**src/rtl/artdmx_pkg.sv**
```systemverilog
// artdmx_pkg: request/response payload types, queue entry type and ArtDmx header constants
// shared by the packetizer front, queue, back and top level; no dependencies
package artdmx_pkg;

   localparam int HEADER_BYTES = 18;
   localparam int CPF_W        = 7;    // holds a fixture width up to 64
   localparam int BYTE_CNT_W   = 7;    // header + widest fixture + pad
   localparam int LEN_EVEN_W   = 11;
   localparam int QUEUE_DEPTH  = 4;
   localparam int QPTR_W       = $clog2(QUEUE_DEPTH);

   localparam logic [15:0] ART_OPCODE   = 16'h5000;
   localparam logic [15:0] PROT_VERSION = 16'h000e;
   localparam logic [7:0]  SEQ_LAST     = 8'hff;

   localparam logic [1:0] CSR_START_UNIVERSE = 2'd0;
   localparam logic [1:0] CSR_WHITE_ENABLE   = 2'd1;
   localparam logic [1:0] CSR_CHANNELS       = 2'd2;

   typedef struct packed {
      logic        first_of_frame;
      logic [15:0] frame_led_count;
      logic [7:0]  red;
      logic [7:0]  green;
      logic [7:0]  blue;
      logic [7:0]  white;
   } req_type;

   typedef struct packed {
      logic [7:0] packet_byte;
      logic       packet_end;
      logic       item_end;
   } rsp_type;

   // one accepted led, fully classified by the front
   typedef struct packed {
      logic                  header;
      logic [7:0]            seq;
      logic [14:0]           universe;
      logic [LEN_EVEN_W-1:0] len_even;
      logic [7:0]            red;
      logic [7:0]            green;
      logic [7:0]            blue;
      logic [7:0]            white;
      logic                  white_enable;
      logic                  packet_end;
      logic [BYTE_CNT_W-1:0] last_idx;
   } desc_type;

   function automatic logic [7:0] header_byte(logic [4:0] idx, logic [7:0] seq,
                                              logic [14:0] uni, logic [LEN_EVEN_W-1:0] len);
      logic [7:0] b;
      unique case (idx)
         5'd0:    b = 8'h41;
         5'd1:    b = 8'h72;
         5'd2:    b = 8'h74;
         5'd3:    b = 8'h2d;
         5'd4:    b = 8'h4e;
         5'd5:    b = 8'h65;
         5'd6:    b = 8'h74;
         5'd7:    b = 8'h00;
         5'd8:    b = ART_OPCODE[7:0];
         5'd9:    b = ART_OPCODE[15:8];
         5'd10:   b = PROT_VERSION[15:8];
         5'd11:   b = PROT_VERSION[7:0];
         5'd12:   b = seq;
         5'd13:   b = 8'h00;
         5'd14:   b = uni[7:0];
         5'd15:   b = {1'b0, uni[14:8]};
         5'd16:   b = 8'(len[LEN_EVEN_W-1:8]);
         5'd17:   b = len[7:0];
         default: b = 8'h00;
      endcase
      return b;
   endfunction

endpackage

```
**src/rtl/artdmx_front.sv**
```systemverilog
// artdmx_front: config registers, frame/packet state and classification of each request
// into a queue entry; depends on artdmx_pkg
module artdmx_front #(
   parameter int MAX_DMX_CHANNELS  = 512,
   parameter int MAX_FIXTURE_WIDTH = 32
) (
   input  logic                clock,
   input  logic                reset,
   input  logic                req_valid,
   output logic                req_stall,
   input  artdmx_pkg::req_type req_payload,
   input  logic                csr_write_enable,
   input  logic [1:0]          csr_index,
   input  logic [14:0]         csr_write_data,
   input  logic                queue_full,
   output logic                push,
   output artdmx_pkg::desc_type push_desc
);
   import artdmx_pkg::*;

   localparam int FPP_W  = $clog2(MAX_DMX_CHANNELS + 1);
   localparam int TIDX_W = $clog2(MAX_FIXTURE_WIDTH + 1);
   localparam int PROD_W = (FPP_W + CPF_W > 10) ? FPP_W + CPF_W : 10;

   logic [14:0] start_universe_ff;
   logic        white_enable_ff;
   logic [5:0]  channels_ff;

   logic [7:0]  seq_ff, seq_in;
   logic [14:0] universe_ff, universe_in;
   logic [15:0] leds_rem_ff, leds_rem_in;
   logic [9:0]  chan_idx_ff, chan_idx_in;
   logic [9:0]  pkt_len_ff, pkt_len_in;

   logic [FPP_W-1:0] fpp_tab [0:MAX_FIXTURE_WIDTH];

   // leds per packet for every fixture width, at least one
   for (genvar w = 0; w <= MAX_FIXTURE_WIDTH; w++) begin : g_fpp
      localparam int FppRaw = MAX_DMX_CHANNELS / ((w < 3) ? 3 : w);
      assign fpp_tab[w] = (FppRaw == 0) ? FPP_W'(1) : FPP_W'(FppRaw);
   end

   logic             accept;
   logic [CPF_W-1:0] led_ch, cpf;
   logic [15:0]      rem_start;
   logic [14:0]      uni_start;
   logic [7:0]       seq_next;
   logic [9:0]       ci_start;
   logic             active;
   logic             hdr;
   logic [FPP_W-1:0] fpp, leds;
   logic [PROD_W-1:0] prod;
   logic [9:0]       plen;
   logic [LEN_EVEN_W-1:0] len_even;
   logic [10:0]      pos;
   logic [15:0]      rem_after;
   logic             last;
   logic             pad;

   assign req_stall = queue_full;
   assign accept    = req_valid && !queue_full;

   always_comb begin
      led_ch = white_enable_ff ? CPF_W'(4) : CPF_W'(3);
      cpf    = CPF_W'(channels_ff);
      if (cpf < led_ch) begin
         cpf = led_ch;
      end
      if (cpf > CPF_W'(MAX_FIXTURE_WIDTH)) begin
         cpf = CPF_W'(MAX_FIXTURE_WIDTH);
      end
      fpp = fpp_tab[cpf[TIDX_W-1:0]];

      seq_next  = seq_ff;
      uni_start = universe_ff;
      rem_start = leds_rem_ff;
      ci_start  = chan_idx_ff;
      active    = leds_rem_ff != 16'd0;
      if (req_payload.first_of_frame) begin
         seq_next  = (seq_ff == 8'd0 || seq_ff >= SEQ_LAST) ? 8'd1 : seq_ff + 8'd1;
         uni_start = start_universe_ff;
         rem_start = (req_payload.frame_led_count == 16'd0) ? 16'd1
                                                            : req_payload.frame_led_count;
         ci_start  = 10'd0;
         active    = 1'b1;
      end

      hdr  = ci_start == 10'd0;
      leds = (rem_start < 16'(fpp)) ? FPP_W'(rem_start) : fpp;
      prod = PROD_W'(leds) * PROD_W'(cpf);
      plen = hdr ? prod[9:0] : pkt_len_ff;
      len_even = (LEN_EVEN_W'(plen) + LEN_EVEN_W'(1)) & ~LEN_EVEN_W'(1);

      pos       = 11'(ci_start) + 11'(cpf);
      rem_after = rem_start - 16'd1;
      last      = (rem_after == 16'd0) || (pos >= 11'(plen));
      pad       = last && plen[0];

      push = accept && active;

      push_desc.header       = hdr;
      push_desc.seq          = seq_next;
      push_desc.universe     = uni_start;
      push_desc.len_even     = len_even;
      push_desc.red          = req_payload.red;
      push_desc.green        = req_payload.green;
      push_desc.blue         = req_payload.blue;
      push_desc.white        = req_payload.white;
      push_desc.white_enable = white_enable_ff;
      push_desc.packet_end   = last;
      push_desc.last_idx     = (hdr ? BYTE_CNT_W'(HEADER_BYTES) : BYTE_CNT_W'(0))
                               + BYTE_CNT_W'(cpf) + BYTE_CNT_W'(pad) - BYTE_CNT_W'(1);

      seq_in      = seq_ff;
      universe_in = universe_ff;
      leds_rem_in = leds_rem_ff;
      chan_idx_in = chan_idx_ff;
      pkt_len_in  = pkt_len_ff;
      if (push) begin
         seq_in      = seq_next;
         leds_rem_in = rem_after;
         pkt_len_in  = plen;
         if (last) begin
            chan_idx_in = 10'd0;
            universe_in = uni_start + 15'd1;
         end else begin
            chan_idx_in = pos[9:0];
            universe_in = uni_start;
         end
      end
   end

   always_ff @(posedge clock) begin
      if (reset) begin
         start_universe_ff <= 15'd1;
         white_enable_ff   <= 1'b0;
         channels_ff       <= 6'd3;
         seq_ff            <= 8'd0;
         universe_ff       <= 15'd0;
         leds_rem_ff       <= 16'd0;
         chan_idx_ff       <= 10'd0;
         pkt_len_ff        <= 10'd0;
      end else begin
         seq_ff      <= seq_in;
         universe_ff <= universe_in;
         leds_rem_ff <= leds_rem_in;
         chan_idx_ff <= chan_idx_in;
         pkt_len_ff  <= pkt_len_in;
         if (csr_write_enable) begin
            unique case (csr_index)
               CSR_START_UNIVERSE: start_universe_ff <= csr_write_data;
               CSR_WHITE_ENABLE:   white_enable_ff   <= csr_write_data[0];
               CSR_CHANNELS:       channels_ff       <= csr_write_data[5:0];
               default: ;
            endcase
         end
      end
   end

endmodule

```
**src/rtl/artdmx_queue.sv**
```systemverilog
// artdmx_queue: short queue of classified leds between front and back
// depends on artdmx_pkg
module artdmx_queue (
   input  logic                 clock,
   input  logic                 reset,
   input  logic                 push,
   input  artdmx_pkg::desc_type push_desc,
   input  logic                 pop,
   output artdmx_pkg::desc_type head,
   output logic                 empty,
   output logic                 full,
   output logic [artdmx_pkg::QPTR_W:0] count
);
   import artdmx_pkg::*;

   desc_type          entry_ff [0:QUEUE_DEPTH-1];
   logic [QPTR_W-1:0] wr_ptr_ff, wr_ptr_in;
   logic [QPTR_W-1:0] rd_ptr_ff, rd_ptr_in;
   logic [QPTR_W:0]   count_ff, count_in;

   assign head  = entry_ff[rd_ptr_ff];
   assign empty = count_ff == '0;
   assign full  = count_ff == (QPTR_W + 1)'(QUEUE_DEPTH);
   assign count = count_ff;

   always_comb begin
      wr_ptr_in = push ? wr_ptr_ff + QPTR_W'(1) : wr_ptr_ff;
      rd_ptr_in = pop  ? rd_ptr_ff + QPTR_W'(1) : rd_ptr_ff;
      count_in  = count_ff + (QPTR_W + 1)'(push) - (QPTR_W + 1)'(pop);
   end

   always_ff @(posedge clock) begin
      if (push) begin
         entry_ff[wr_ptr_ff] <= push_desc;
      end
   end

   always_ff @(posedge clock) begin
      if (reset) begin
         wr_ptr_ff <= '0;
         rd_ptr_ff <= '0;
         count_ff  <= '0;
      end else begin
         wr_ptr_ff <= wr_ptr_in;
         rd_ptr_ff <= rd_ptr_in;
         count_ff  <= count_in;
      end
   end

endmodule

```
**src/rtl/artdmx_back.sv**
```systemverilog
// artdmx_back: walks the queue head byte by byte (header, channels, padding) into
// the registered response stage; depends on artdmx_pkg
module artdmx_back (
   input  logic                 clock,
   input  logic                 reset,
   input  artdmx_pkg::desc_type head,
   input  logic                 empty,
   output logic                 pop,
   output logic                 rsp_valid,
   input  logic                 rsp_stall,
   output artdmx_pkg::rsp_type  rsp_payload
);
   import artdmx_pkg::*;

   logic [BYTE_CNT_W-1:0] byte_cnt_ff, byte_cnt_in;
   logic                  rsp_valid_ff, rsp_valid_in;
   rsp_type               rsp_payload_ff, rsp_payload_in;

   logic                  out_ready;
   logic                  fire;
   logic                  is_last;
   logic [BYTE_CNT_W-1:0] data_idx;
   logic [7:0]            byte_val;

   assign rsp_valid   = rsp_valid_ff;
   assign rsp_payload = rsp_payload_ff;

   always_comb begin
      out_ready = !rsp_valid_ff || !rsp_stall;
      fire      = out_ready && !empty;
      is_last   = byte_cnt_ff == head.last_idx;
      pop       = fire && is_last;

      data_idx = byte_cnt_ff - (head.header ? BYTE_CNT_W'(HEADER_BYTES) : BYTE_CNT_W'(0));
      if (head.header && byte_cnt_ff < BYTE_CNT_W'(HEADER_BYTES)) begin
         byte_val = header_byte(byte_cnt_ff[4:0], head.seq, head.universe, head.len_even);
      end else begin
         // past the color channels only zero fill and the odd-length pad remain
         case (data_idx)
            BYTE_CNT_W'(0): byte_val = head.red;
            BYTE_CNT_W'(1): byte_val = head.green;
            BYTE_CNT_W'(2): byte_val = head.blue;
            BYTE_CNT_W'(3): byte_val = head.white_enable ? head.white : 8'h00;
            default:        byte_val = 8'h00;
         endcase
      end

      byte_cnt_in    = byte_cnt_ff;
      rsp_valid_in   = rsp_valid_ff && rsp_stall;
      rsp_payload_in = rsp_payload_ff;
      if (fire) begin
         byte_cnt_in                = is_last ? '0 : byte_cnt_ff + BYTE_CNT_W'(1);
         rsp_valid_in               = 1'b1;
         rsp_payload_in.packet_byte = byte_val;
         rsp_payload_in.packet_end  = is_last && head.packet_end;
         rsp_payload_in.item_end    = is_last;
      end
   end

   always_ff @(posedge clock) begin
      rsp_payload_ff <= rsp_payload_in;
      if (reset) begin
         byte_cnt_ff  <= '0;
         rsp_valid_ff <= 1'b0;
      end else begin
         byte_cnt_ff  <= byte_cnt_in;
         rsp_valid_ff <= rsp_valid_in;
      end
   end

endmodule

```
**src/rtl/artdmx_dmx_packetizer.sv**
```systemverilog
// artdmx_dmx_packetizer: tracks whether the response channel is part way through the
// bytes of one request, used by the top level checks; depends on artdmx_pkg
module artdmx_dmx_packetizer (
   input  logic                clock,
   input  logic                reset,
   input  logic                rsp_valid,
   input  logic                rsp_stall,
   input  artdmx_pkg::rsp_type rsp_payload,
   output logic                mid_item
);
   import artdmx_pkg::*;

   logic mid_item_ff, mid_item_in;

   // high between the first and the last byte of one request's output
   always_comb begin
      mid_item_in = mid_item_ff;
      if (rsp_valid && !rsp_stall) begin
         mid_item_in = !rsp_payload.item_end;
      end
   end

   assign mid_item = mid_item_ff;

   always_ff @(posedge clock) begin
      if (reset) begin
         mid_item_ff <= 1'b0;
      end else begin
         mid_item_ff <= mid_item_in;
      end
   end

endmodule

```
**src/rtl/artnet_dmx_packetizer.sv**
```systemverilog
// artnet_dmx_packetizer: top level, front classifier, queue and byte emitter
// depends on artdmx_pkg, artdmx_front, artdmx_queue, artdmx_back, artdmx_dmx_packetizer
//
// Takes one led color per request and emits ArtDmx packets one byte per response.
// The first led of a packet is preceded by the 18-byte header; each led then gives
// its color channels, zero fill up to the fixture width, and on the last led of an odd
// length packet one pad byte. Output runs at one byte per cycle while the response is
// not stalled; a request gives fixture-width bytes (3 to MAX_FIXTURE_WIDTH), plus 18
// when it opens a packet and one more for the pad. The front classifies a request
// combinationally and buffers up to four of them, so requests are taken every cycle
// while the queue has room. Configuration writes apply to requests accepted after them.
module artnet_dmx_packetizer #(
   parameter int MAX_DMX_CHANNELS  = 512,
   parameter int MAX_FIXTURE_WIDTH = 32
) (
   input  logic                clock,
   input  logic                reset,
   input  logic                req_valid,
   output logic                req_stall,
   input  artdmx_pkg::req_type req_payload,
   output logic                rsp_valid,
   input  logic                rsp_stall,
   output artdmx_pkg::rsp_type rsp_payload,
   input  logic                csr_write_enable,
   input  logic [1:0]          csr_index,
   input  logic [14:0]         csr_write_data
);
   import artdmx_pkg::*;

   logic              push, pop, empty, full, mid_item;
   desc_type          push_desc, head;
   logic [QPTR_W:0]   count;

   artdmx_front #(
      .MAX_DMX_CHANNELS (MAX_DMX_CHANNELS),
      .MAX_FIXTURE_WIDTH(MAX_FIXTURE_WIDTH)
   ) u_front (
      .clock           (clock),
      .reset           (reset),
      .req_valid       (req_valid),
      .req_stall       (req_stall),
      .req_payload     (req_payload),
      .csr_write_enable(csr_write_enable),
      .csr_index       (csr_index),
      .csr_write_data  (csr_write_data),
      .queue_full      (full),
      .push            (push),
      .push_desc       (push_desc)
   );

   artdmx_queue u_queue (
      .clock    (clock),
      .reset    (reset),
      .push     (push),
      .push_desc(push_desc),
      .pop      (pop),
      .head     (head),
      .empty    (empty),
      .full     (full),
      .count    (count)
   );

   artdmx_back u_back (
      .clock      (clock),
      .reset      (reset),
      .head       (head),
      .empty      (empty),
      .pop        (pop),
      .rsp_valid  (rsp_valid),
      .rsp_stall  (rsp_stall),
      .rsp_payload(rsp_payload)
   );

   artdmx_dmx_packetizer u_track (
      .clock      (clock),
      .reset      (reset),
      .rsp_valid  (rsp_valid),
      .rsp_stall  (rsp_stall),
      .rsp_payload(rsp_payload),
      .mid_item   (mid_item)
   );

   // a packet always closes on the last byte of some request
   a_pkt_end_item_end: assert property (@(posedge clock) disable iff (reset)
      (rsp_valid && rsp_payload.packet_end) |-> rsp_payload.item_end)
      else $error("packet_end without item_end");

   // the rest of a request's bytes follow without a gap
   a_no_gap: assert property (@(posedge clock) disable iff (reset)
      (rsp_valid && !rsp_stall && !rsp_payload.item_end) |=> rsp_valid)
      else $error("gap inside one request's bytes");

   // while a request is half delivered its bytes sit in the queue or the output stage
   a_head_held: assert property (@(posedge clock) disable iff (reset)
      mid_item |-> (!empty || rsp_valid))
      else $error("request bytes lost in the middle of a request");

   a_queue_bound: assert property (@(posedge clock) disable iff (reset)
      count <= (QPTR_W + 1)'(QUEUE_DEPTH))
      else $error("queue overflow");

endmodule

```
**config.mk**
```make
export PLATFORM = sky130hd
export DESIGN_NAME = artnet_dmx_packetizer
export DESIGN_NICKNAME = d
export VERILOG_FILES = /design/src/rtl/artdmx_pkg.sv /design/src/rtl/artdmx_front.sv /design/src/rtl/artdmx_queue.sv /design/src/rtl/artdmx_back.sv /design/src/rtl/artdmx_dmx_packetizer.sv /design/src/rtl/artnet_dmx_packetizer.sv
export SDC_FILE = /design/constraint.sdc
export NUM_CORES = 1
export LEC_CHECK = 0
export BUFFER_PORTS_ARGS = -buffer_cell sky130_fd_sc_hd__buf_2
export CAP_MARGIN = 20
export CORE_AREA = 10 10 148 286
export CTS_CLUSTER_DIAMETER = 150
export DETAILED_ROUTE_END_ITERATION = 7
export DIE_AREA = 0 0 158 296
export PLACE_DENSITY = 0.75
export SLEW_MARGIN = 20
export SYNTH_ARGS = -nofsm -noshare
export SYNTH_HDL_FRONTEND = slang
export SYNTH_SLANG_ARGS = --single-unit
```
**constraint.sdc**
```tcl
create_clock -name clock -period 13.6 [get_ports clock]
set_input_delay 0.68 -clock clock [delete_from_list [all_inputs] [get_ports clock]]
set_output_delay 0.68 -clock clock [all_outputs]
set_load 0.005 [all_outputs]
```
Word-level counts from Yosys, hierarchy flattened
Memories as Yosys holds them, arrays and structs flattened. A register that Yosys moved wholly into a read port is not among the register bits.
Index checks and enable logic that the tools add are counted.
- ROM bits: 640
- input port bits: 71
- memories kept: 2
- register bits after elaboration: 106
- bits in writable memories: 300
- memory list (memory ; depth ; bits a word ; read ports ; clocked after memory_dff ; wr ports ; line ; text):
    (no name shown) ; 64 ; 10 ; 1 ; 0 ; 0 ; artdmx_front.sv:72 ; fpp = fpp_tab[cpf[TIDX_W-1:0]];
    u_queue.entry_ff ; 4 ; 75 ; 1 ; 1 ; 1 ; artdmx_queue.sv:16 ; desc_type entry_ff [0:QUEUE_DEPTH-1];
- eq/ne operators: 20
- reduce and logical (&&, ||, !) cells: 28
- mux-type cells: 28
- $mul: 1
- bitwise gates (word level): 1
- order comparisons: 7
- add/subtract/negate cells: 14
- operators with widths (operator ; number):
    $pmux W8 S13 ; 1
    $mux W10 ; 6
    $logic_not A16 Y1 ; 2
    $mux W16 ; 2
    $mux W8 ; 4
    $pmux W8 S4 ; 1
    $mux W15 ; 2
    $eq A5 B4 Y1 const B ; 5
    $mux W7 ; 3
    $lt A16 B10 Y1 ; 1
    $reduce_bool A16 Y1 ; 1
    $sub A16 B1 Y16 const B ; 1
    $add A15 B1 Y15 const B ; 1
    $eq A5 B3 Y1 const B ; 3
    $eq A7 B2 Y1 const B ; 2
    $add A10 B1 Y11 const B ; 1
    $add A10 B7 Y11 ; 1
    $ge A11 B10 Y1 ; 1
    $eq A5 B2 Y1 const B ; 2
    $eq A5 B5 Y1 const B ; 2
    $logic_not A10 Y1 ; 1
    $mul A10 B7 Y10 ; 1
    $mux W5 ; 2
    $add A8 B1 Y8 const B ; 1
    33 further kinds ; 52

Depth between registers and ports, before layout
Gate-level depths: netlist (run 1).
- word-level depth: 18
- depth in mapped cells: 55
- mapped depth without buffers: 51

Hierarchy
A second synthesis (run 1) with hierarchy kept.
- cells, all modules: 1657
- area total of the unflattened synthesis: 20792.4 um^2
- modules (own cells, without submodules) (module ; times used ; area an instance (um^2) ; cells an instance):
    artdmx_queue ; 1 ; 11449.7 ; 439
    artdmx_front ; 1 ; 7691.1 ; 1025
    artdmx_back ; 1 ; 1651.6 ; 193

Least setup slack after synthesis (run 1)
No wires, ideal clock.
- kind: register -> register
- start: register u_front.white_enable_ff
- end: memory u_queue.entry_ff[0][5] (netlist bit), data pin
- clock period less this slack: 11160 ps
- data arrival time: 10889 ps
- buffers on the path: 4
- slack: 2440 ps
- stages on the path, launching flop included: 50
- library setup time: 272 ps
- data required time: 13328 ps
- cell sequence: dfxtp_1 > inv_1 > ha_1 > a21oi_1 > nand3_1 > a21oi_1 > or2_2 > clkbuf_1 > ha_1 > nor3_1 > a2111oi_0 > a22oi_1 > ha_1 > a21oi_1 > o22ai_1 > or4_4 > a21o_1 > buf_2 > [14 not listed] > a21o_1 > a31oi_2 > inv_1 > ha_1 > a21o_1 > a31oi_1 > and3_1 > buf_6 > inv_2 > buf_2 > nand2_1 > ha_1 > inv_1 > ha_1 > fa_1 > a21o_1 > a21oi_1 > xnor2_1
- RTL lines (element ; line ; text):
    start, declared ; artdmx_front.sv:26 ; logic white_enable_ff;
    start signal, assigned ; artdmx_front.sv:152 ; CSR_WHITE_ENABLE: white_enable_ff <= csr_write_data[0];
    end, declared ; artdmx_queue.sv:16 ;

==> run summary, run 1 <==
FMAX: 78.71 MHz
CTS tree: yes
Routability cong.: 0.9393
ANT cells: 0
Final setup fails: 0
Hold depth: 1
HP Class: in -> reg
Vias post-DR: 13660
Unrepaired setup endpoints after global routing: false
Met1 Use GR: 22.04%
CP Depth: 48
Hold-fix buffers, CTS: 0
Drt pass-1 iters: 7
R2R Setup Slk: 0.90 ns
Vias per cell: 6.236
Max Cap Violations: 0
Antenna violations before repair: 0
Hold Path End: u_queue.entry_ff[2][30]
Number of global-route vias before repair: 14430
Final #Nets: 1869
Initial DRC Count: 828
Cts bufs inserted: 36
IO Port Bufs: 82
Min-delay src: req_payload[21]
Clock transition at path regs: 0.07 ns
Lkg Pwr: 7.965 nW
Row cnt: 101
Setup ws final: 0.8957 ns
Reg power frac: 44.6%
Slew Limit Headroom: 34.29%
Post-DP HPWL: 38540 µm
Worst setup path class: reg -> reg
Gr usage total: 22.74%
Setup repair bufs after CTS: 0
Largest net degree at the start of global routing: 71
Critical Path Fanout Max: 10
Global-route wire length before repair: 81330 µm
Synth Register Bits: 408
Max Slew Vio Count: 0
Routed wire length per instance: 24.12 µm
Top cell family by delay on the critical path: compound AO/OA/AOI/OAI gates
Startpoint Class: register
Post-synthesis sequential area ratio: 55.31%
Distinct cell type count after synthesis: 78
Pwr dens: 169.0 nW/µm²
Cells after synthesis: 1636
GRT Max-Usage Layer: met2
Starting density of the core: 53.93%
CORE AREA: 37790 µm²
Share of total power in the clock network: 26.7%
Share of cells above drive strength 1: 16.27%
Post-Syn Area per Cell: 12.46 µm²
Yosys Warn Count: 0
Logic gate share of total power: 28.7%
Crit path top cell by count: ha_1
Area delta synth->final: 10.01%
Total die area: 46770 µm²
Post-route ant nets: 0
R2r endpoint: u_queue.entry_ff[2][5]
Main synth FF type: edfxtp_1
Synth Net Count: 1806
Req. time, crit path: 13.93 ns
Tmin final: 12.70 ns
Dpl ws: 0.8904 ns
Die height: 296 µm
Worst EP arrival: 13.03 ns
Status: complete, no violations
Crit-path slowest cell: a2111oi_0
Clock Sinks: 408
Synthesized cell area: 20380 µm²
Chip Width: 158 µm
# DRC: 0
Total power: 0.003788 W
Psw: 0.001235 W
Worst skew pair latency: 0.55 ns
I/O pins: 83
CP bufs+invs: 8
GR Layer Usage met3: 2.889%
Gr ovfl total: 0
Final hold violation count: 0
Placed Cells: 2124
Setup crit end kind: register
Clk root buf: clkbuf_16
Cell Int Power: 0.002553 W
Setup Skew: 0.01530 ns
Peak supply drop: 0.1100 mV
Post-route setup TNS: 0 ns
Period utilization: 93.41%
DRT Wirelength: 52830 µm
CP max stage delay: 0.63 ns
Post-CTS sizing: 0
Post-synth EDFFs: 310
Non-filler cells in the finished layout: 2190
Switching Share: 32.61%
Worst Reg2Reg Path Length in Cells: 48
Start of the worst register-to-register path: u_front.white_enable_ff
Asr flop ratio synth: 0%
Fill count: 2958
Clk buf depth: 3
Worst-margin pin slew: 0.9582 ns
H-tree levels: 2
M2 GR Usage: 44.03%
## cell usage in the layout (no fill, tap or decap), types with 6 or more instances in the layout
cell type and count:
a211oi_1 18, a21o_1 12, a21oi_1 89, a22oi_1 13, a31oi_1 12, a32o_1 7
a41oi_1 6, and2_1 16, and3_1 9, buf_2 82, buf_4 25, clkbuf_1 6
clkbuf_16 36, clkinv_1 8, dfxtp_1 96, edfxtp_1 310, fa_1 22, ha_1 77
inv_1 81, mux2_2 14, mux2i_1 26, mux4_2 75, nand2_1 134, nand2b_1 14
nand3_1 65, nand3b_1 6, nand4_1 7, nor2_1 107, nor2b_1 31, nor3_1 44
nor3b_1 6, nor4_1 21, o2111ai_1 10, o211ai_1 12, o21a_1 10, o21ai_0 35
or3_1 11, xnor2_1 44, xor2_1 15
## power by group through the flow
stage               clock [W]  combinational, W  sequential, W
floorplan                   0          0.000739        0.00169
global placement            0           0.00105        0.00170
detailed placement          0           0.00108        0.00171
CTS                   0.00102           0.00109        0.00169
global route          0.00107           0.00119        0.00170
finish                0.00101           0.00109        0.00169
## cells by family after synthesis
kind of cell / after synthesis / share of synthesized area, %
simple gates: 501 / 12.08
flops: 408 / 55.31
compound gates: 278 / 9.050
buf+inv: 169 / 3.315
mux: 121 / 10.80
fa+ha+maj: 99 / 6.889
xor+xnor: 59 / 2.536
other cells: 1 / 0.01840
## final cells by class
class / count / area, µm² / area share [%]
inverter: 87 / 326.6 / 1.457
clock buffer: 44 / 950.9 / 4.242
clock inverter: 22 / 206.4 / 0.9209
sequential: 408 / 11280 / 50.31
timing repair buffer: 107 / 598.1 / 2.668
multi-input combinational: 1059 / 8479 / 37.82
tap: 463 / 579.3 / 2.584
## state kept, by name (all words and copies together), names as in the netlist, 3 cells and up, named ones only
signal / count
u_back.byte_cnt_ff: 7
u_back.rsp_payload: 10
u_front.chan_idx_ff: 10
u_front.channels_ff: 6
u_front.leds_rem_ff: 16
u_front.pkt_len_ff: 10
u_front.seq_ff: 8
u_front.start_universe_ff: 15
u_front.universe_ff: 15
u_queue.count: 3
u_queue.entry_ff: 300
## through the flow
stage / hold WS [ns] / instance area (µm²) / util [%]
5_1_grt: 0.3412 / 22420 / 59.33
3_3_place_gp: 0.4512 / 21240 / 56.22
6_report: 0.3445 / 22420 / 59.33
4_1_cts: 0.3240 / 22400 / 59.29
2_1_floorplan: 0.4329 / 20380 / -
3_5_place_dp: 0.4512 / 21240 / 56.22
## cells in the mapped netlist (13+ instances only)
library cell,n,area share [%]
a21oi_1,90,2.2
fa_1,22,2.2
nor2b_1,31,0.95
a211oi_1,18,0.66
nand3_1,66,1.6
xnor2_1,44,1.9
clkbuf_1,60,1.1
inv_1,81,1.5
xor2_1,15,0.64
dfxtp_1,98,9.6
o21ai_0,35,0.86
a22oi_1,13,0.48
nand2b_1,14,0.43
edfxtp_1,310,46
mux2i_1,26,1.3
and2_1,20,0.61
nor3_1,44,1.1
mux2_2,14,0.77
nor4_1,22,0.68
nor2_1,107,2.0
mux4_2,75,8.3
ha_1,77,4.7
nand2_1,134,2.5
## worst max-delay path by stage
stage | startpoint | endpoint | slack [ns]
after floorplan | u_front.white_enable_ff | u_queue.entry_ff[0][5] | 2.44
after global placement | u_front.white_enable_ff | u_queue.entry_ff[1][5] | 1.34
after detailed placement | u_front.white_enable_ff | u_queue.entry_ff[2][5] | 0.89
after CTS | u_front.white_enable_ff | u_queue.entry_ff[2][5] | 0.79
after global routing | u_front.white_enable_ff | u_queue.entry_ff[2][5] | 0.04
final | u_front.white_enable_ff | u_queue.entry_ff[2][5] | 0.90
## metal layers
layer	part of all wire [%]	up-vias	wire length, µm
met3	4.0	176	2108
met5	0	-	0
li1	-	6277	-
met4	6.4	0	3391
met1	33	6758	17420
met2	57	445	29900
No activity file was read; power rests on OpenSTA's default activity.
==> run 2: changes to the inputs <==
CORE_AREA = 10 10 140 270   (was 10 10 148 286)
DIE_AREA = 0 0 150 280   (was 0 0 158 296)
PLACE_DENSITY = 0.83   (was 0.75)
==> run 2 against run 1 <==
- hold slack improved by 0.016 ns
- critical path depth unchanged
- die area is 10% lower
- maximum frequency grew 1.1%
- critical endpoint is now u_queue.entry_ff[1][5]
- largest power group unchanged
==> run summary, run 2 (synthesis results as in run 1) <==
Die height: 280 µm
Commonest non-fill, non-tap cell in the layout: edfxtp_1
Starting density of the core: 60.80%
Vias post-DR: 14030
Biggest regs: u_queue.entry_ff (300), u_front.leds_rem_ff (16)
R2r endpoint: u_queue.entry_ff[1][5]
IO Port Bufs: 82
Crit path top cell by count: ha_1
Largest net degree at the start of global routing: 71
Cts bufs inserted: 35
Worst skew pair latency: 0.53 ns
Post-DP HPWL: 38140 µm
H-tree levels: 2
Reg with most FFs: u_queue.entry_ff
Global-route wire length before repair: 83630 µm
Setup crit end: u_queue.entry_ff[1][5]
Critical Path Fanout Max: 10
Post-route ant nets: 0
Worst EP arrival: 12.87 ns
Share of cells above drive strength 1: 16.22%
Gr usage total: 25.93%
Pwr dens: 170.4 nW/µm²
Peak supply drop: 0.1107 mV
Vias per cell: 6.488
Clock Sinks: 408
R2R Setup Slk: 1.03 ns
Max Cap Violations: 0
CP startpoint: u_front.white_enable_ff
FMAX: 79.55 MHz
Worst Reg2Reg Path Length in Cells: 48
Placement Cell Area: 21230 µm²
Initial DRC Count: 1063
Chip Width: 150 µm
Lkg Pwr: 7.972 nW
Worst setup path class: reg -> reg
CORE AREA: 33520 µm²
Commonest cells after routing, fill and taps aside: edfxtp_1, nand2_1, nor2_1, dfxtp_1, a21oi_1
I/O pins: 83
Post-route setup TNS: 0 ns
Post-CTS sizing: 0
Req. time, crit path: 13.90 ns
Routability cong.: 0.9458
CTS tree: yes
Start of the worst register-to-register path: u_front.white_enable_ff
Setup crit end kind: register
Clk root buf: clkbuf_16
Max Slew Vio Count: 0
Status: complete, no violations
Clk buf depth: 3
Final #Nets: 1871
Area delta synth->final: 9.916%
Fin Hold WS: 0.3608 ns
# DRC: 0
Tmin final: 12.57 ns
Final setup fails: 0
HP Class: in -> reg
Final hold violation count: 0
Hold-fix buffers, CTS: 0
Drt pass-1 iters: 6
Routed wire length per instance: 25.09 µm
Total die area: 42000 µm²
ANT cells: 0
CP max stage delay: 0.62 ns
Max reg flops: 300
Setup repair bufs after CTS: 0
Antenna violations before repair: 0
DRT Wirelength: 54240 µm
Gr ovfl total: 0
Row cnt: 95
Worst-margin pin slew: 0.9781 ns
Startpoint Class: register
Final instance area: 22400 µm²
Number of global-route vias before repair: 14670
Crit-path slowest cell: o21ai_1
Unrepaired setup endpoints after global routing: false
Clock transition at path regs: 0.07 ns
Fill count: 2409
Slew Limit Headroom: 34.80%
Setup Skew: 0.03674 ns
Period utilization: 92.43%
==> run 2: changes by cell type in the layout (fill, tap and decap cells not counted), moves of 2 or more <==
| cell | delta |
|---|---|
| a2111oi_1 | +2 |
| clkinv_1 | -5 |
| clkinv_2 | -4 |
| inv_6 | +2 |
| clkbuf_1 | +3 |
| bufinv_16 | +2 |
| buf_4 | +3 |
==> run 2: area by class of cell <==
| type | instances | area [µm²] | share of cell area (%) |
|---|---|---|---|
| sequential | 408 | 11280 | 50.35 |
| multi-input combinational | 1059 | 8471 | 37.82 |
| clock buffer | 47 | 950.9 | 4.245 |
| timing repair buffer | 110 | 620.6 | 2.771 |
| tap | 436 | 545.5 | 2.435 |
| inverter | 87 | 326.6 | 1.458 |
| clock inverter | 15 | 206.4 | 0.9217 |
==> run 2: layer usage <==
layer | track usage, % | vias up | part of all wire, %
li1 | - | 6265 | -
met1 | 26.38 | 6909 | 32
met3 | 2.875 | 171 | 5.1
met2 | 49.21 | 681 | 57
met5 | 0 | - | 0
met4 | 14.69 | 0 | 6.2
==> run 2: worst min path at each step <==
stage | start | end | slack [ns] | cells past startpoint
final | req_payload[10] | u_queue.entry_ff[1][19] | 0.36 | 1
after global routing | req_payload[10] | u_queue.entry_ff[2][19] | 0.36 | 1
after CTS | req_payload[2] | u_queue.entry_ff[2][11] | 0.34 | 1
after detailed placement | u_front.start_universe_ff[9] | u_front.start_universe_ff[9] | 0.45 | 2
after global placement | u_front.start_universe_ff[10] | u_front.start_universe_ff[10] | 0.44 | 2
after floorplan | u_front.start_universe_ff[10] | u_front.start_universe_ff[10] | 0.43 | 2
==> run 2: where the power goes <==
part | switching, W | internal, W | total, W | leakage (nW)
clock | 0.000450 | 0.000575 | 0.00102 | 0.547
combinational | 0.000704 | 0.000393 | 0.00110 | 3.76
sequential | 0.0000829 | 0.00161 | 0.00170 | 3.67
==> run 2: stage by stage <==
stage	total power (W)	worst slack [ns]	util (%)	std cells
2_1_floorplan	0.002433	2.440	-	1636
3_3_place_gp	0.002731	1.451	63.34	2100
3_5_place_dp	0.002788	0.9275	63.34	2100
4_1_cts	0.003819	0.8779	66.80	2162
5_1_grt	0.003979	0.1132	66.82	2162
6_report	0.003818	1.029	66.82	2162
==> run 2: worst max-delay path, delay by kind of cell, from the launching register on <==
family          cells  cell delay [ns]
mux                 1             0.34
simple gates        8             1.81
buf+inv             8             0.87
flops               1             0.55
compound gates     18             4.41
xor+xnor            1             0.20
fa+ha+maj          12             4.16
==> run 3: changes to the inputs <==
ABC_AREA = 1   (was unset)
CORE_AREA = 10 10 140 271   (was 10 10 140 270)
DIE_AREA = 0 0 150 281   (was 0 0 150 280)
==> run 3 against run 2 <==
- the run now ends with DRC left
- utilization rose by 0.067 points
- design area rose by 0.10%
- sequential power down 2%
- sequential cell count did not move
- area after synthesis increased by 0.84%
- highest routed layer unchanged
- sequential share of layout area shrank 0.062 points
- wire length about the same
- via count rose by 14%
- maximum frequency up 11%
- die area rose by 0.36%
- register-to-register slack improved by 1.2 ns
==> run summary, run 3 <==
Vias post-DR: 16050
Worst setup path class: reg -> reg
HP Class: in -> reg
Worst EP arrival: 11.58 ns
Die height: 281 µm
Number of global-route vias before repair: 16200
Main synth FF type: edfxtp_1
Unrepaired setup endpoints after global routing: false
# DRC: 1
Startpoint Class: register
Fill count: 2559
Req. time, crit path: 13.86 ns
Peak supply drop: 0.1092 mV
Cts bufs inserted: 34
Commonest non-fill, non-tap cell in the layout: nor2_1
Period utilization: 83.25%
Clock transition at path regs: 0.07 ns
Yosys Warn Count: 0
CP bufs+invs: 11
Placed Cells: 2632
Vias per cell: 5.954
Share of cells above drive strength 1: 9.880%
IO Port Bufs: 82
Dpl ws: 2.320 ns
CP max stage delay: 0.84 ns
Post-synth EDFFs: 310
Clock Sinks: 408
Max Slew Vio Count: 0
Area delta synth->final: 9.115%
Top cell type's share of synthesized area: 45.30%
Total power: 0.003602 W
Distinct cell type count after synthesis: 61
H-tree levels: 2
Post-Syn Area per Cell: 9.391 µm²
Synth top area cells: edfxtp_1, dfxtp_1, o21ai_0
Post-DP HPWL: 37530 µm
Critical Path Fanout Max: 35
Failing checks: DRC
Count leader, synth: nor2_1
Clk root buf: clkbuf_16
Setup Skew: 0.02345 ns
Max reg flops: 300
Post-synthesis xor/xnor area fraction: 2.515%
Antenna violations before repair: 1
Cells after synthesis: 2188
Worst skew pair latency: 0.54 ns
CORE AREA: 33520 µm²
Global-route wire length before repair: 84260 µm
Leading area contributor after synthesis: edfxtp_1
Adder-cell share of the synthesized area: 6.832%
FMAX: 88.32 MHz
Lkg Pwr: 9.169 nW
Setup repair bufs after CTS: 0
Slew Limit Headroom: 14.37%
Starting density of the core: 61.30%
Synth cell count leaders: nor2_1, edfxtp_1, o21ai_0
Largest family of logic cells by synthesized area: simple AND/OR/NAND/NOR gates
Simple-Gate Fraction of Synth Area: 16.07%
Commonest cells after routing, fill and taps aside: nor2_1, edfxtp_1, o21ai_0, nand2_1, inv_1
Crit path top cell by count: nand2_1
Status: complete, but fails checks
Routed wire length per instance: 20.13 µm
Largest net degree at the start of global routing: 84
Post-CTS sizing: 0
Gr usage total: 25.58%
Row cnt: 95
Setup crit end kind: register
Reg with most FFs: u_queue.entry_ff
Post-synthesis compound-gate area fraction: 13.10%
Post-route ant nets: 0
Asr flop ratio synth: 0%
Final #Nets: 2402
Total die area: 42150 µm²
Area of the multi-input gates: 7963 µm²
Post-synthesis sequential area ratio: 54.85%
Pwr dens: 160.6 nW/µm²
Drt pass-1 iters: 8
Clk buf depth: 3
Routability cong.: 0.9574
Worst-margin pin slew: 1.252 ns
DRT Wirelength: 54250 µm
Top cell family by delay on the critical path: adder cells
CTS tree: yes
Initial DRC Count: 1271
Synth Register Bits: 408
Biggest regs: u_queue.entry_ff (300), u_front.leds_rem_ff (16)
I/O pins: 83
Synth Net Count: 2358
Tmin final: 11.32 ns
Multiplexer area fraction after synthesis: 0%
Crit-path slowest cell: dfxtp_1
Register area: 11280 µm²
Setup ws final: 2.278 ns
Synthesized cell area: 20550 µm²
Final setup fails: 0
Max Cap Violations: 0
Hold-fix buffers, CTS: 0
Post-route setup TNS: 0 ns
Final hold violation count: 0
Non-filler cells in the finished layout: 2695
Gr ovfl total: 0
Chip Width: 150 µm
[run 3: worst reg2reg max path: cells and delay by family, from the launching register on]
kind | cells | cell delay (ns)
XOR/XNOR | 2 | 0.42
AND/OR/NAND/NOR | 31 | 3.19
flip-flops | 1 | 0.84
buffers and inverters | 11 | 1.19
adder cells (fa/ha/maj) | 11 | 3.33
AO/OA/AOI/OAI | 12 | 2.05
[run 3: final cells by class]
type	instances	area share, %
Antenna cell	2	0.02232
Tap cell	436	2.433
Sequential cell	408	50.29
Multi-Input combinational cell	1431	35.51
Clock buffer	48	4.219
Inverter	253	4.252
Clock inverter	13	0.5915
Timing Repair Buffer	104	2.679
[run 3: path summary, 6_finish.rpt]
| check | cells after the start | to | from | slack (ns) |
|---|---|---|---|---|
| hold / removal | 1 | u_queue.entry_ff[2][27] | req_payload[18] | 0.36 |
| setup / recovery | 67 | u_queue.entry_ff[2][5] | u_front.channels_ff[5] | 2.28 |
| setup reg to reg | 67 | u_queue.entry_ff[2][5] | u_front.channels_ff[5] | 2.28 |
| hold reg to reg | 2 | register | u_queue.rd_ptr_ff[1] | 0.46 |
[run 3: per-layer routing]
| metal | vias to the layer above | global-route usage, % | routed length (µm) |
|---|---|---|---|
| met5 | - | 0 | 0 |
| met4 | 0 | 18.24 | 3946 |
| met1 | 7609 | 24.69 | 17840 |
| met2 | 709 | 47.99 | 29420 |
| li1 | 7513 | - | - |
| met3 | 214 | 3.302 | 3046 |
[run 3: kinds of logic after synthesis]
family                     Yosys count
DFF                                408
xor gates and xnor gates            59
AOI/OAI and AO/OA                  493
adders and majority gates           99
and+or+nand+nor                    779
buffers and inverters              349
other                                1
[run 3: report_power, final]
part | leakage [nW] | internal (W) | total, W | switching (W)
Combinational | 4.96 | 0.000299 | 0.000977 | 0.000677
Sequential | 3.67 | 0.00159 | 0.00166 | 0.0000681
Clock | 0.535 | 0.000531 | 0.000969 | 0.000438
[run 3: stage by stage]
stage,utilization [%],hold WS (ns),cell area (µm²)
6_report,66.89,0.3565,22420
5_1_grt,66.88,0.3430,22420
4_1_cts,66.86,0.3360,22410
3_5_place_dp,63.64,0.4513,21330
3_3_place_gp,63.52,0.4342,21290
2_1_floorplan,-,0.4214,20550
